--- src/rtl/wvcd_pkg.sv ---
// Package for the windowed variance change detector.
// Holds window sizing, reset constants, payload structs and the sequencer state type.
// No dependencies.
package wvcd_pkg;

  // The window length must be a power of two: N and N*N*4096 scale by shifts.
  localparam int WIN_LEN   = 16;
  localparam int WIN_AW    = $clog2(WIN_LEN);
  localparam int SMP_W     = 16;
  localparam int SUM_W     = SMP_W + WIN_AW;
  localparam int SQ_W      = 2 * SMP_W + WIN_AW;
  localparam int NUM_W     = 2 * SMP_W + 2 * WIN_AW;
  localparam int DEN_SHIFT = 2 * WIN_AW + 12;
  localparam int VAR_W     = NUM_W - DEN_SHIFT;
  localparam int CONF_W    = 13;

  localparam logic [SMP_W-1:0]  FRIC_FILL      = 16'd2458;
  localparam logic [SMP_W-1:0]  SLIP_FILL      = 16'd0;
  localparam logic [SMP_W-1:0]  FRIC_THR_RESET = 16'd410;
  localparam logic [SMP_W-1:0]  SLIP_THR_RESET = 16'd205;
  localparam logic [CONF_W-1:0] CONF_MAX       = 13'd4096;

  localparam int               CFG_AW       = 3;
  localparam logic             REG_FRIC_THR = 1'b0;
  localparam logic             REG_SLIP_THR = 1'b1;

  typedef struct packed {
    logic [15:0] friction_sample;
    logic [15:0] slip_spread_sample;
  } wvcd_in_t;

  typedef struct packed {
    logic        surface_changed;
    logic [12:0] change_confidence;
    logic [15:0] friction_window_var;
    logic [15:0] slip_window_var;
  } wvcd_out_t;

  typedef struct packed {
    logic              wr_en;
    logic [WIN_AW-1:0] wr_idx;
    logic              rd_en;
    logic [WIN_AW-1:0] rd_idx;
    logic              clr;
    logic              fin;
  } wvcd_lane_ctrl_t;

  typedef enum logic [4:0] {
    S_IDLE  = 5'b00001,
    S_WALK  = 5'b00010,
    S_DRAIN = 5'b00100,
    S_FIN   = 5'b01000,
    S_MERGE = 5'b10000
  } wvcd_state_t;

endpackage

--- src/rtl/wvcd_lane.sv ---
// One variance lane: a window history, a serial sum / sum-of-squares walk
// and the variance numerator N*sum(x^2) - (sum x)^2. Depends on wvcd_pkg.
module wvcd_lane
  import wvcd_pkg::*;
(
  input  logic                clk,
  input  logic                rst_n,
  input  logic [SMP_W-1:0]    fill_val,
  input  wvcd_lane_ctrl_t     ctrl,
  input  logic [SMP_W-1:0]    sample,
  output logic [NUM_W-1:0]    num
);

  logic [SMP_W-1:0] win_r [WIN_LEN];
  logic [SMP_W-1:0] x_r;
  logic             x_vld_r;
  logic [SUM_W-1:0] s_r;
  logic [SQ_W-1:0]  q_r;
  logic [NUM_W-1:0] num_r;
  logic [2*SMP_W-1:0] sq;
  logic [2*SUM_W-1:0] ss;

  assign sq  = x_r * x_r;
  assign ss  = s_r * s_r;
  assign num = num_r;

  always_ff @(posedge clk) begin
    if (!rst_n) begin
      for (int i = 0; i < WIN_LEN; i++) win_r[i] <= fill_val;
    end else if (ctrl.wr_en) begin
      win_r[ctrl.wr_idx] <= sample;
    end
  end

  always_ff @(posedge clk) begin
    if (!rst_n) begin
      x_vld_r <= 1'b0;
    end else begin
      x_vld_r <= ctrl.rd_en;
    end
  end

  always_ff @(posedge clk) begin
    if (ctrl.rd_en) x_r <= win_r[ctrl.rd_idx];
    if (ctrl.clr) begin
      s_r <= '0;
      q_r <= '0;
    end else if (x_vld_r) begin
      s_r <= s_r + SUM_W'(x_r);
      q_r <= q_r + SQ_W'(sq);
    end
    if (ctrl.fin) num_r <= {q_r, {WIN_AW{1'b0}}} - NUM_W'(ss);
  end

endmodule

--- src/rtl/wvcd_merge.sv ---
// Merge stage: threshold compares, floored variances, confidence and the
// output register of the result channel. Depends on wvcd_pkg.
module wvcd_merge
  import wvcd_pkg::*;
(
  input  logic             clk,
  input  logic             rst_n,
  input  logic             load,
  input  logic [NUM_W-1:0] fric_num,
  input  logic [NUM_W-1:0] slip_num,
  input  logic [SMP_W-1:0] fric_thr,
  input  logic [SMP_W-1:0] slip_thr,
  output logic             free,
  output logic             out_valid,
  input  logic             out_ready,
  output wvcd_out_t        out_data
);

  logic             out_valid_r;
  wvcd_out_t        out_data_r;
  wvcd_out_t        res;
  logic [VAR_W-1:0] fvar;
  logic [VAR_W-1:0] svar;
  logic [VAR_W:0]   vsum;
  logic             changed;

  always_comb begin
    fvar    = fric_num[NUM_W-1:DEN_SHIFT];
    svar    = slip_num[NUM_W-1:DEN_SHIFT];
    vsum    = {1'b0, fvar} + {1'b0, svar};
    changed = (fric_num > (NUM_W'(fric_thr) << DEN_SHIFT)) ||
              (slip_num > (NUM_W'(slip_thr) << DEN_SHIFT));
    res.surface_changed = changed;
    if (!changed) begin
      res.change_confidence = '0;
    end else if (vsum > (VAR_W+1)'(CONF_MAX)) begin
      res.change_confidence = CONF_MAX;
    end else begin
      res.change_confidence = vsum[CONF_W-1:0];
    end
    res.friction_window_var = (fvar > VAR_W'(16'hFFFF)) ? 16'hFFFF : fvar[15:0];
    res.slip_window_var     = (svar > VAR_W'(16'hFFFF)) ? 16'hFFFF : svar[15:0];
  end

  assign free      = !out_valid_r || out_ready;
  assign out_valid = out_valid_r;
  assign out_data  = out_data_r;

  always_ff @(posedge clk) begin
    if (!rst_n) begin
      out_valid_r <= 1'b0;
    end else if (load) begin
      out_valid_r <= 1'b1;
    end else if (out_ready) begin
      out_valid_r <= 1'b0;
    end
  end

  always_ff @(posedge clk) begin
    if (load) out_data_r <= res;
  end

endmodule

--- src/rtl/windowed_variance_change_detector.sv ---
// Top level of the windowed variance change detector: sequencer, config
// registers, two variance lanes and the merge stage. Depends on wvcd_pkg,
// wvcd_lane and wvcd_merge.
//
// Usage:
//   in_*  : valid/ready channel, one friction and one slip-spread sample per transfer.
//   out_* : valid/ready channel, one result per input transfer, in order.
//   cfg_* : APB-style port; threshold registers at byte 0 (friction) and 4 (slip).
//   Both lanes write the new samples at the shared slot, then walk their
//   16-entry windows one entry per cycle through a single squarer each.
//   The result passes from the walk through the drain, finish and merge states to the
//   output register; a new item is taken only once the merge step has loaded the result.
//   in_ready is high only while no item is in the lanes. The output register
//   holds a result while the receiver stalls; a new item is accepted meanwhile,
//   and its result waits in the merge step until the register frees.
//   Reset fills the friction window with 0.6, the slip window with 0, sets
//   the slot to 0 and the thresholds to 0.1 and 0.05. Reset is synchronous.
module windowed_variance_change_detector
  import wvcd_pkg::*;
(
  input  logic              clk,
  input  logic              rst_n,
  input  logic              in_valid,
  output logic              in_ready,
  input  wvcd_in_t          in_data,
  output logic              out_valid,
  input  logic              out_ready,
  output wvcd_out_t         out_data,
  input  logic              cfg_psel,
  input  logic              cfg_penable,
  input  logic              cfg_pwrite,
  input  logic [CFG_AW-1:0] cfg_paddr,
  input  logic [31:0]       cfg_pwdata,
  output logic [31:0]       cfg_prdata,
  output logic              cfg_pready
);

  wvcd_state_t       state_r, state_nxt;
  logic [WIN_AW-1:0] slot_r, slot_nxt;
  logic [WIN_AW-1:0] cnt_r, cnt_nxt;
  logic [SMP_W-1:0]  fric_thr_r;
  logic [SMP_W-1:0]  slip_thr_r;
  wvcd_lane_ctrl_t   lane_ctrl;
  logic [NUM_W-1:0]  fric_num;
  logic [NUM_W-1:0]  slip_num;
  logic              merge_free;
  logic              merge_load;
  logic              in_xfer;
  logic              cfg_wr;

  assign in_ready   = (state_r == S_IDLE);
  assign in_xfer    = in_valid && in_ready;
  assign merge_load = (state_r == S_MERGE) && merge_free;

  always_comb begin
    state_nxt = state_r;
    slot_nxt  = slot_r;
    cnt_nxt   = cnt_r;
    case (state_r)
      S_IDLE: begin
        if (in_valid) begin
          state_nxt = S_WALK;
          cnt_nxt   = '0;
          slot_nxt  = (slot_r == WIN_AW'(WIN_LEN - 1)) ? '0 : slot_r + 1'b1;
        end
      end
      S_WALK: begin
        cnt_nxt = cnt_r + 1'b1;
        if (cnt_r == WIN_AW'(WIN_LEN - 1)) state_nxt = S_DRAIN;
      end
      S_DRAIN: state_nxt = S_FIN;
      S_FIN:   state_nxt = S_MERGE;
      S_MERGE: begin
        if (merge_free) state_nxt = S_IDLE;
      end
      default: state_nxt = S_IDLE;
    endcase
  end

  always_comb begin
    lane_ctrl.wr_en  = in_xfer;
    lane_ctrl.wr_idx = slot_r;
    lane_ctrl.rd_en  = (state_r == S_WALK);
    lane_ctrl.rd_idx = cnt_r;
    lane_ctrl.clr    = in_xfer;
    lane_ctrl.fin    = (state_r == S_FIN);
  end

  always_ff @(posedge clk) begin
    if (!rst_n) begin
      state_r <= S_IDLE;
      slot_r  <= '0;
      cnt_r   <= '0;
    end else begin
      state_r <= state_nxt;
      slot_r  <= slot_nxt;
      cnt_r   <= cnt_nxt;
    end
  end

  assign cfg_pready = 1'b1;
  assign cfg_wr     = cfg_psel && cfg_penable && cfg_pwrite;

  always_ff @(posedge clk) begin
    if (!rst_n) begin
      fric_thr_r <= FRIC_THR_RESET;
      slip_thr_r <= SLIP_THR_RESET;
    end else if (cfg_wr) begin
      case (cfg_paddr[2])
        REG_FRIC_THR: fric_thr_r <= cfg_pwdata[SMP_W-1:0];
        REG_SLIP_THR: slip_thr_r <= cfg_pwdata[SMP_W-1:0];
        default: ;
      endcase
    end
  end

  always_comb begin
    case (cfg_paddr[2])
      REG_FRIC_THR: cfg_prdata = {16'd0, fric_thr_r};
      REG_SLIP_THR: cfg_prdata = {16'd0, slip_thr_r};
      default:      cfg_prdata = '0;
    endcase
  end

  wvcd_lane u_fric_lane (
    .clk      (clk),
    .rst_n    (rst_n),
    .fill_val (FRIC_FILL),
    .ctrl     (lane_ctrl),
    .sample   (in_data.friction_sample),
    .num      (fric_num)
  );

  wvcd_lane u_slip_lane (
    .clk      (clk),
    .rst_n    (rst_n),
    .fill_val (SLIP_FILL),
    .ctrl     (lane_ctrl),
    .sample   (in_data.slip_spread_sample),
    .num      (slip_num)
  );

  wvcd_merge u_merge (
    .clk       (clk),
    .rst_n     (rst_n),
    .load      (merge_load),
    .fric_num  (fric_num),
    .slip_num  (slip_num),
    .fric_thr  (fric_thr_r),
    .slip_thr  (slip_thr_r),
    .free      (merge_free),
    .out_valid (out_valid),
    .out_ready (out_ready),
    .out_data  (out_data)
  );

  a_accept_starts_walk: assert property (@(posedge clk) disable iff (!rst_n)
    in_valid && in_ready |=> state_r == S_WALK && !in_ready)
    else $error("input transfer did not start the window walk");

  a_conf_cap: assert property (@(posedge clk) disable iff (!rst_n)
    out_valid |-> out_data.change_confidence <= CONF_MAX)
    else $error("confidence above 1.0");

  a_conf_zero: assert property (@(posedge clk) disable iff (!rst_n)
    out_valid && !out_data.surface_changed |-> out_data.change_confidence == '0)
    else $error("confidence nonzero without a change flag");

  a_load_sets_valid: assert property (@(posedge clk) disable iff (!rst_n)
    merge_load |=> out_valid && state_r == S_IDLE)
    else $error("merge load did not present a result");

endmodule

--- config.mk ---
export PLATFORM = sky130hd
export DESIGN_NAME = windowed_variance_change_detector
export DESIGN_NICKNAME = d
export VERILOG_FILES = /design/src/rtl/wvcd_pkg.sv /design/src/rtl/wvcd_lane.sv /design/src/rtl/wvcd_merge.sv /design/src/rtl/windowed_variance_change_detector.sv
export SDC_FILE = /design/constraint.sdc
export NUM_CORES = 2
export LEC_CHECK = 0
export ABC_AREA = 1
export ABC_CLOCK_PERIOD_IN_PS = 9500
export BUFFER_PORTS_ARGS = -buffer_cell sky130_fd_sc_hd__buf_4
export CORE_UTILIZATION = 55
export DETAILED_ROUTE_END_ITERATION = 10
export PLACE_DENSITY_LB_ADDON = 0.2
export SETUP_SLACK_MARGIN = 0.3
export SLEW_MARGIN = 5
export SYNTH_ARGS = -nofsm -noshare
export SYNTH_HDL_FRONTEND = slang
export SYNTH_SLANG_ARGS = --single-unit
--- constraint.sdc ---
create_clock -name clk -period 9.5 [get_ports clk]
set_clock_uncertainty 0.15 [all_clocks]
set_input_delay 1.425 -clock clk [delete_from_list [all_inputs] [get_ports clk]]
set_output_delay 1.425 -clock clk [all_outputs]
set_load 0.1 [all_outputs]
# [Word level (Yosys, flattened, before mapping)]
# Memories as Yosys holds them, arrays and structs flattened. A register that Yosys moved wholly into a read port is not among the register bits.
# Cells that the tools add are included.
[classes] n_eq_ne=10 n_lt_le_gt_ge=5 mul=4 reduce_logical=17 bitwise=2 mux=21 n_addsub=9
[op_table] op="> comparator 40 x 36 -> 1 bit" n=2
[op_table] op="multiplier 20 x 20 -> 40 bit" n=2
[op_table] op="subtractor 40 bit" n=2
[op_table] op="adder 36 x 32 -> 36 bit" n=2
[op_table] op="multiplier 16 x 16 -> 32 bit" n=2
[op_table] op="one-hot mux 32 bit (2 select lines)" n=1
[op_table] op="adder 20 x 16 -> 20 bit" n=2
[op_table] op="> comparator 20 x 16 -> 1 bit, second input constant" n=2
[op_table] op="2-to-1 mux 16 bit" n=2
[op_table] op="OR reduction 16 bit" n=2
[op_table] op="one-hot mux 5 bit (5 select lines)" n=1
[op_table] op="adder 20 x 20 -> 21 bit" n=1
[op_table] op="> comparator 21 x 13 -> 1 bit, second input constant" n=1
[op_table] op="2-to-1 mux 4 bit" n=4
[op_table] op="2-to-1 mux 5 bit" n=3
[op_table] op="2-to-1 mux 13 bit" n=1
[op_table] op="adder 4 x 1 -> 4 bit, second input constant" n=2
[op_table] op="== test 4 bit, second input constant" n=2
[op_table] op="2-to-1 mux 1 bit" n=8
[op_table] op="one-hot mux 4 bit (2 select lines)" n=1
[op_table] op="AND reduction 2 bit" n=4
[op_table] op="inequality test 2 bit, second input constant" n=3
[op_table] op="== test 5 x 1 -> 1 bit, second input constant" n=1
[op_table] op="== test 5 x 2 -> 1 bit, second input constant" n=1
[op_table] op="10 further kinds" n=16
[totals] reg_bits=285 inputBits=74 output_inout_bits=81 ramBits=512 memories=2
[memory_table] name="u_fric_lane.win_r" words=16 word_bits=16 read_ports=1 rd_ports_with_merged_regs=1 wr=16 line_no="wvcd_lane.sv:14" rtl="logic [SMP_W-1:0] win_r [WIN_LEN];"
[memory_table] name="u_slip_lane.win_r" words=16 word_bits=16 read_ports=1 rd_ports_with_merged_regs=1 wr=16 line_no="wvcd_lane.sv:14"

# [Depth between registers and ports, before layout]
[logic_depth] depth_word=7 depth_mapped=31

# [By module]
# Synthesis repeated with hierarchy kept, for this count alone.
[unflattened] cells_unflattened=10549 hier_area_um2=87044.7
[by_module_without_submodules] mod="wvcd_lane at u_slip_lane" area_per_inst_um2=40288.6 n_inst=1 seq_area_each_um2=10510.1 cells_each=4854
[by_module_without_submodules] mod="wvcd_lane at u_fric_lane" area_per_inst_um2=40274.9 n_inst=1 seq_area_each_um2=10510.1 cells_each=4824
[by_module_without_submodules] mod="wvcd_merge" area_per_inst_um2=4239.1 n_inst=1 seq_area_each_um2=1401.3 cells_each=560
[by_module_without_submodules] mod="windowed_variance_change_detector" area_per_inst_um2=2242.2 n_inst=1 seq_area_each_um2=900.9 cells_each=311

# [Least setup slack after synthesis]
# Ideal clock, no wire load.
[synth_path] path_type="reg-to-reg" start="reg state_r[0]" end="reg state_r[0]" t_required_ns=9.112 path_stages_with_launch=7 arrival_ns=6.628 synth_period_minus_slack_ns=7.017 setup_ns=0.238 slack_ns=2.483 cell_sequence="dfxtp_1 -> nor2_1 -> nand2_1 -> nor3_1 -> inv_1 -> nand3_1 -> o311ai_0"
[synth_via] elab_chain_cells=3
[synth_lines] element="start: declaration" line_no="windowed_variance_change_detector.sv:38" rtl="wvcd_state_t state_r, state_nxt;"
[synth_lines] element="start signal: assignment" line_no="windowed_variance_change_detector.sv:95" rtl="state_r <= state_nxt;"
[synth_lines] element="== test 5 x 2 -> 1 bit (tied with other cells)" line_no="windowed_variance_change_detector.sv:59" rtl="case (state_r)"
[synth_lines] element="inequality test 2 bit (no line)"
[synth_lines] element="AND reduction 3 bit (no line)"
# Several ways; a longest one is shown, not always the timed one.
# A chain may end at the register's enable or synchronous reset.

# [Final worst setup path]
[layout_path] start="reg u_fric_lane.s_r[7]" end="reg u_fric_lane.num_r[36], in the netlist u_fric_lane.num[36] (data pin)"
[layout_via] elab_chain_cells=2
[layout_lines] element="start: declaration" line_no="wvcd_lane.sv:17" rtl="logic [SUM_W-1:0] s_r;"
[layout_lines] element="start signal: assignment" line_no="wvcd_lane.sv:49" rtl="s_r <= s_r + SUM_W'(x_r);"
[layout_lines] element="multiplier 20 x 20 -> 40 bit" line_no="wvcd_lane.sv:24" rtl="assign ss = s_r * s_r;"
[layout_lines] element="subtractor 40 bit" line_no="wvcd_lane.sv:52" rtl="if (ctrl.fin) num_r <= {q_r, {WIN_AW{1'b0}}} - NUM_W'(ss);"
[layout_lines] element="end signal: assignment" line_no="wvcd_lane.sv:52"
[layout_lines] element="end: declaration" line_no="wvcd_lane.sv:19" rtl="logic [NUM_W-1:0] num_r;"
# No other way between the ends.

==> flow_metrics.py <==
metrics = {
    "worst_setup_path": {
        "cp.depth": 18,
        "cp_common_cell": "fa_1",
        "worstPathCellList": "nand2_1 > fa_1 > inv_1 > fa_1 > fa_1 > inv_1 > fa_1 > fa_1 > fa_1 > fa_1 > ha_1 > nand2_1 > nor2_1 > inv_1 > nor3_1 > nand4_1 > nand3_1 > xor2_1",
        "rr_worst_depth": 18,
        "cp-end-kind": "register",
        "critPathLaunch": "u_fric_lane.s_r[7]$_SDFFE_PP0P_",
        "cp-start-kind": "register",
        "worstPathArrival_ps": 7700,
        "worst-path-max-fanout": 21,
        "slowest_stage": "dfxtp_1",
        "timing.rr.start": "u_fric_lane.s_r[7]$_SDFFE_PP0P_",
        "crit_type": "reg2reg",
        "critPathMaxStageDelay_ps": 1200,
        "worstPathRequired_ps": 9780,
        "reg2reg_to": "u_fric_lane.num[36]$_DFFE_PP_",
        "crit_end": "u_fric_lane.num[36]$_DFFE_PP_",
        "critPathTopFamily": "adder cells",
        "worst-path-buf-inv": 3,
        "rrSetupSlack_ps": 2070,
    },
    "grt": {
        "grt_pass1_vias": 61200,
        "grtUsageTotal_pct": 27.8,
        "top_usage_layer": "met2",
        "use_met2_pct": 47.0,
        "grt-ovfl-total": 0,
        "grt_pass1_wl_um": 328000,
        "gr-usage-met1_pct": 37.5,
        "antenna_found_initial": 1,
        "grt_max_degree": 194,
        "grtUsageMet3_pct": 3.83,
    },
    "hold_path": {
        "min_path_type": "reg2reg",
        "min-delay-start": "slip_thr_r[11]$_SDFFE_PN0P_",
    },
    "run": {
        "maxCapViolCount": 0,
    },
    "drt": {
        "drc": 0,
        "antenna_left": 0,
        "drtIter0Drc": 4217,
        "wire_per_inst_um": 18.5,
        "first_pass_iters": 7,
        "routed_wl_um": 206000,
        "vias": 59400,
        "vias_per_cell": 5.34,
    },
    "pwr": {
        "power.leakage_uw": 0.0428,
        "powerDensity_mw_per_mm2": 185,
        "ir_worst_vdd_uv": 189,
    },
    "floorplan": {
        "rows": 141,
        "ios": 155,
        "dieArea_mm2": 0.150,
        "die_h_um": 388,
        "initial_core_util_pct": 55.4,
        "core_region_area_mm2": 0.148,
        "dieWidth_um": 388,
    },
    "cells_and_area": {
        "fin_nets": 10800,
        "drive_above_1_share_pct": 5.10,
        "num-fill-cells": 13000,
        "final_core_utilization_pct": 59.1,
        "area_delta_synth_final_pct": 6.70,
    },
    "placement": {
        "io_buffer_count": 119,
        "place_hpwl_um": 151000,
        "routabilityCongestion": 0.946,
    },
    "synth": {
        "syn_avg_cell_area_um2": 8.90,
        "yosys.area.top_type": "fa_1",
        "yosysUniqueCellTypes": 56,
        "ys_ff_latch": 829,
        "synth_ff_type": "edfxtp_1",
        "yosysWarnings": 0,
        "yosys-top-cells-area": "fa_1, edfxtp_1, inv_1",
        "syn_inst": 9196,
        "synthArstFlopShare_pct": 0,
        "yosysMostFrequentCell": "inv_1",
        "syn-cell-area_mm2": 0.0818,
        "synthTopCellsByCount": "inv_1, nand2_1, fa_1",
        "yosysSeqAreaShare_pct": 28.5,
        "yosysTopAreaCellShare_pct": 25.4,
        "synth_edf_count": 670,
    },
    "timing": {
        "slew_violations": 0,
        "setup_viol": 0,
        "hold_slack_ps": 332,
        "hold_viol": 0,
        "max_slew_margin_pct": 12.1,
        "tightest_slew_ps": 1320,
        "rsz0062_at_grt": "false",
        "tns_ps": 0,
        "fmax_mhz": 135,
        "period_minus_slack_ps": 7430,
        "post-route-period-util_pct": 78.2,
    },
    "clock_network": {
        "hold_buffers": 0,
        "cts_sinks": 829,
        "numCtsBuffers": 95,
        "max-clock-path-buffers": 3,
        "cts.clk_slew.worst_paths_ps": 60,
        "cts_tree": "built",
        "h-tree-depth": 3,
        "clockRootBuffer": "clkbuf_16",
        "post_cts_buffers": 0,
        "ctsResizeCount": 0,
        "clkLatencyLatePin_ps": 740,
    },
    "outcome": {
        "status": "complete, no violations",
    },
}
[stage by stage]
| step | std cells | total power [uW] | area [um^2] | setup slack [ps] |
|---|---|---|---|---|
| after floorplan | 9213 | 10300 | 81900 | 2480 |
| after global routing | 11100 | 17400 | 87300 | 1730 |
| final | 11100 | 16100 | 87300 | 2070 |
| after detailed placement | 11000 | 12400 | 84100 | 2190 |
| after CTS | 11100 | 16100 | 87300 | 2070 |
| after global placement | 11000 | 12300 | 84100 | 2280 |
[metal layers]
| layer | vias to the layer above | wire length (um) |
|---|---|---|
| li1 | 28100 | - |
| met1 | 29100 | 87300 |
| met2 | 1888 | 98700 |
| met3 | 361 | 14100 |
| met4 | 2 | 5740 |
| met5 | - | 13 |
[power breakdown]
part           internal (uW)  leakage [uW]  switching (uW)
logic                   2800        0.0336            5220
registers               4200       0.00767             131
clock network           2150       0.00154            1600
total                   9160        0.0428            6950
[cell type report]
cell class,instances,area (um^2),share of cell area (%)
Multi-Input combinational cell,5661,48200,55.2
Sequential cell,829,23300,26.7
Inverter,2359,8860,10.2
Clock buffer,121,2530,2.90
Tap cell,1930,2410,2.77
Timing Repair Buffer,172,1300,1.49
Clock inverter,58,644,0.738
Antenna cell,2,5.00,0.00573
[worst reg2reg max path, delay by kind of cell, from the launching register on]
kind	cells	cell delay, ps
adder cells (fa/ha/maj)	8	4060
AND/OR/NAND/NOR	6	1400
flip-flops	1	1200
buffers and inverters	3	230
XOR/XNOR	1	80
[cells by family after synthesis]
logic type | after synthesis | share of synthesized area [%]
buf+inv | 2723 | 12.8
simple gates | 2547 | 12.7
fa+ha+maj | 1637 | 34.5
compound gates | 1153 | 8.01
flops | 829 | 28.5
xor+xnor | 175 | 1.88
mux | 130 | 1.59
other cells | 2 | 0.00918
[state kept, by name (all words and copies together), names as in the netlist, 20 cells and up]
name               count
u_fric_lane.q_r       36
u_fric_lane.s_r       20
u_slip_lane.q_r       36
u_merge.out_data      46
u_fric_lane.win_r    256
u_slip_lane.win_r    256
u_slip_lane.num       40
u_slip_lane.s_r       20
u_fric_lane.num       40
[worst min path at each step]
stage          slack, ps                          end  cells after the start
2_1_floorplan        300  slip_thr_r[10]$_SDFFE_PN0P_                      2
3_5_place_dp         320  slip_thr_r[11]$_SDFFE_PN0P_                      2
4_1_cts              330  slip_thr_r[11]$_SDFFE_PN0P_                      2
6_report             330  slip_thr_r[11]$_SDFFE_PN0P_                      2
3_3_place_gp         320  fric_thr_r[14]$_SDFFE_PN0P_                      2
5_1_grt              360  slip_thr_r[11]$_SDFFE_PN0P_                      2
[cell usage in the layout, fill, tap and decap left out, types with 95 or more instances in the layout]
cell type  instances
nand3_1          186
edfxtp_1         670
a21oi_1          438
ha_1             600
o211ai_1         162
clkbuf_16         95
nand2_1         1429
mux2i_1          128
buf_4            171
nor2_1           722
dfxtp_1          155
fa_1            1037
inv_1           2332
xor2_1           115
o21ai_0          392
Power figures use the tool's default switching activity.
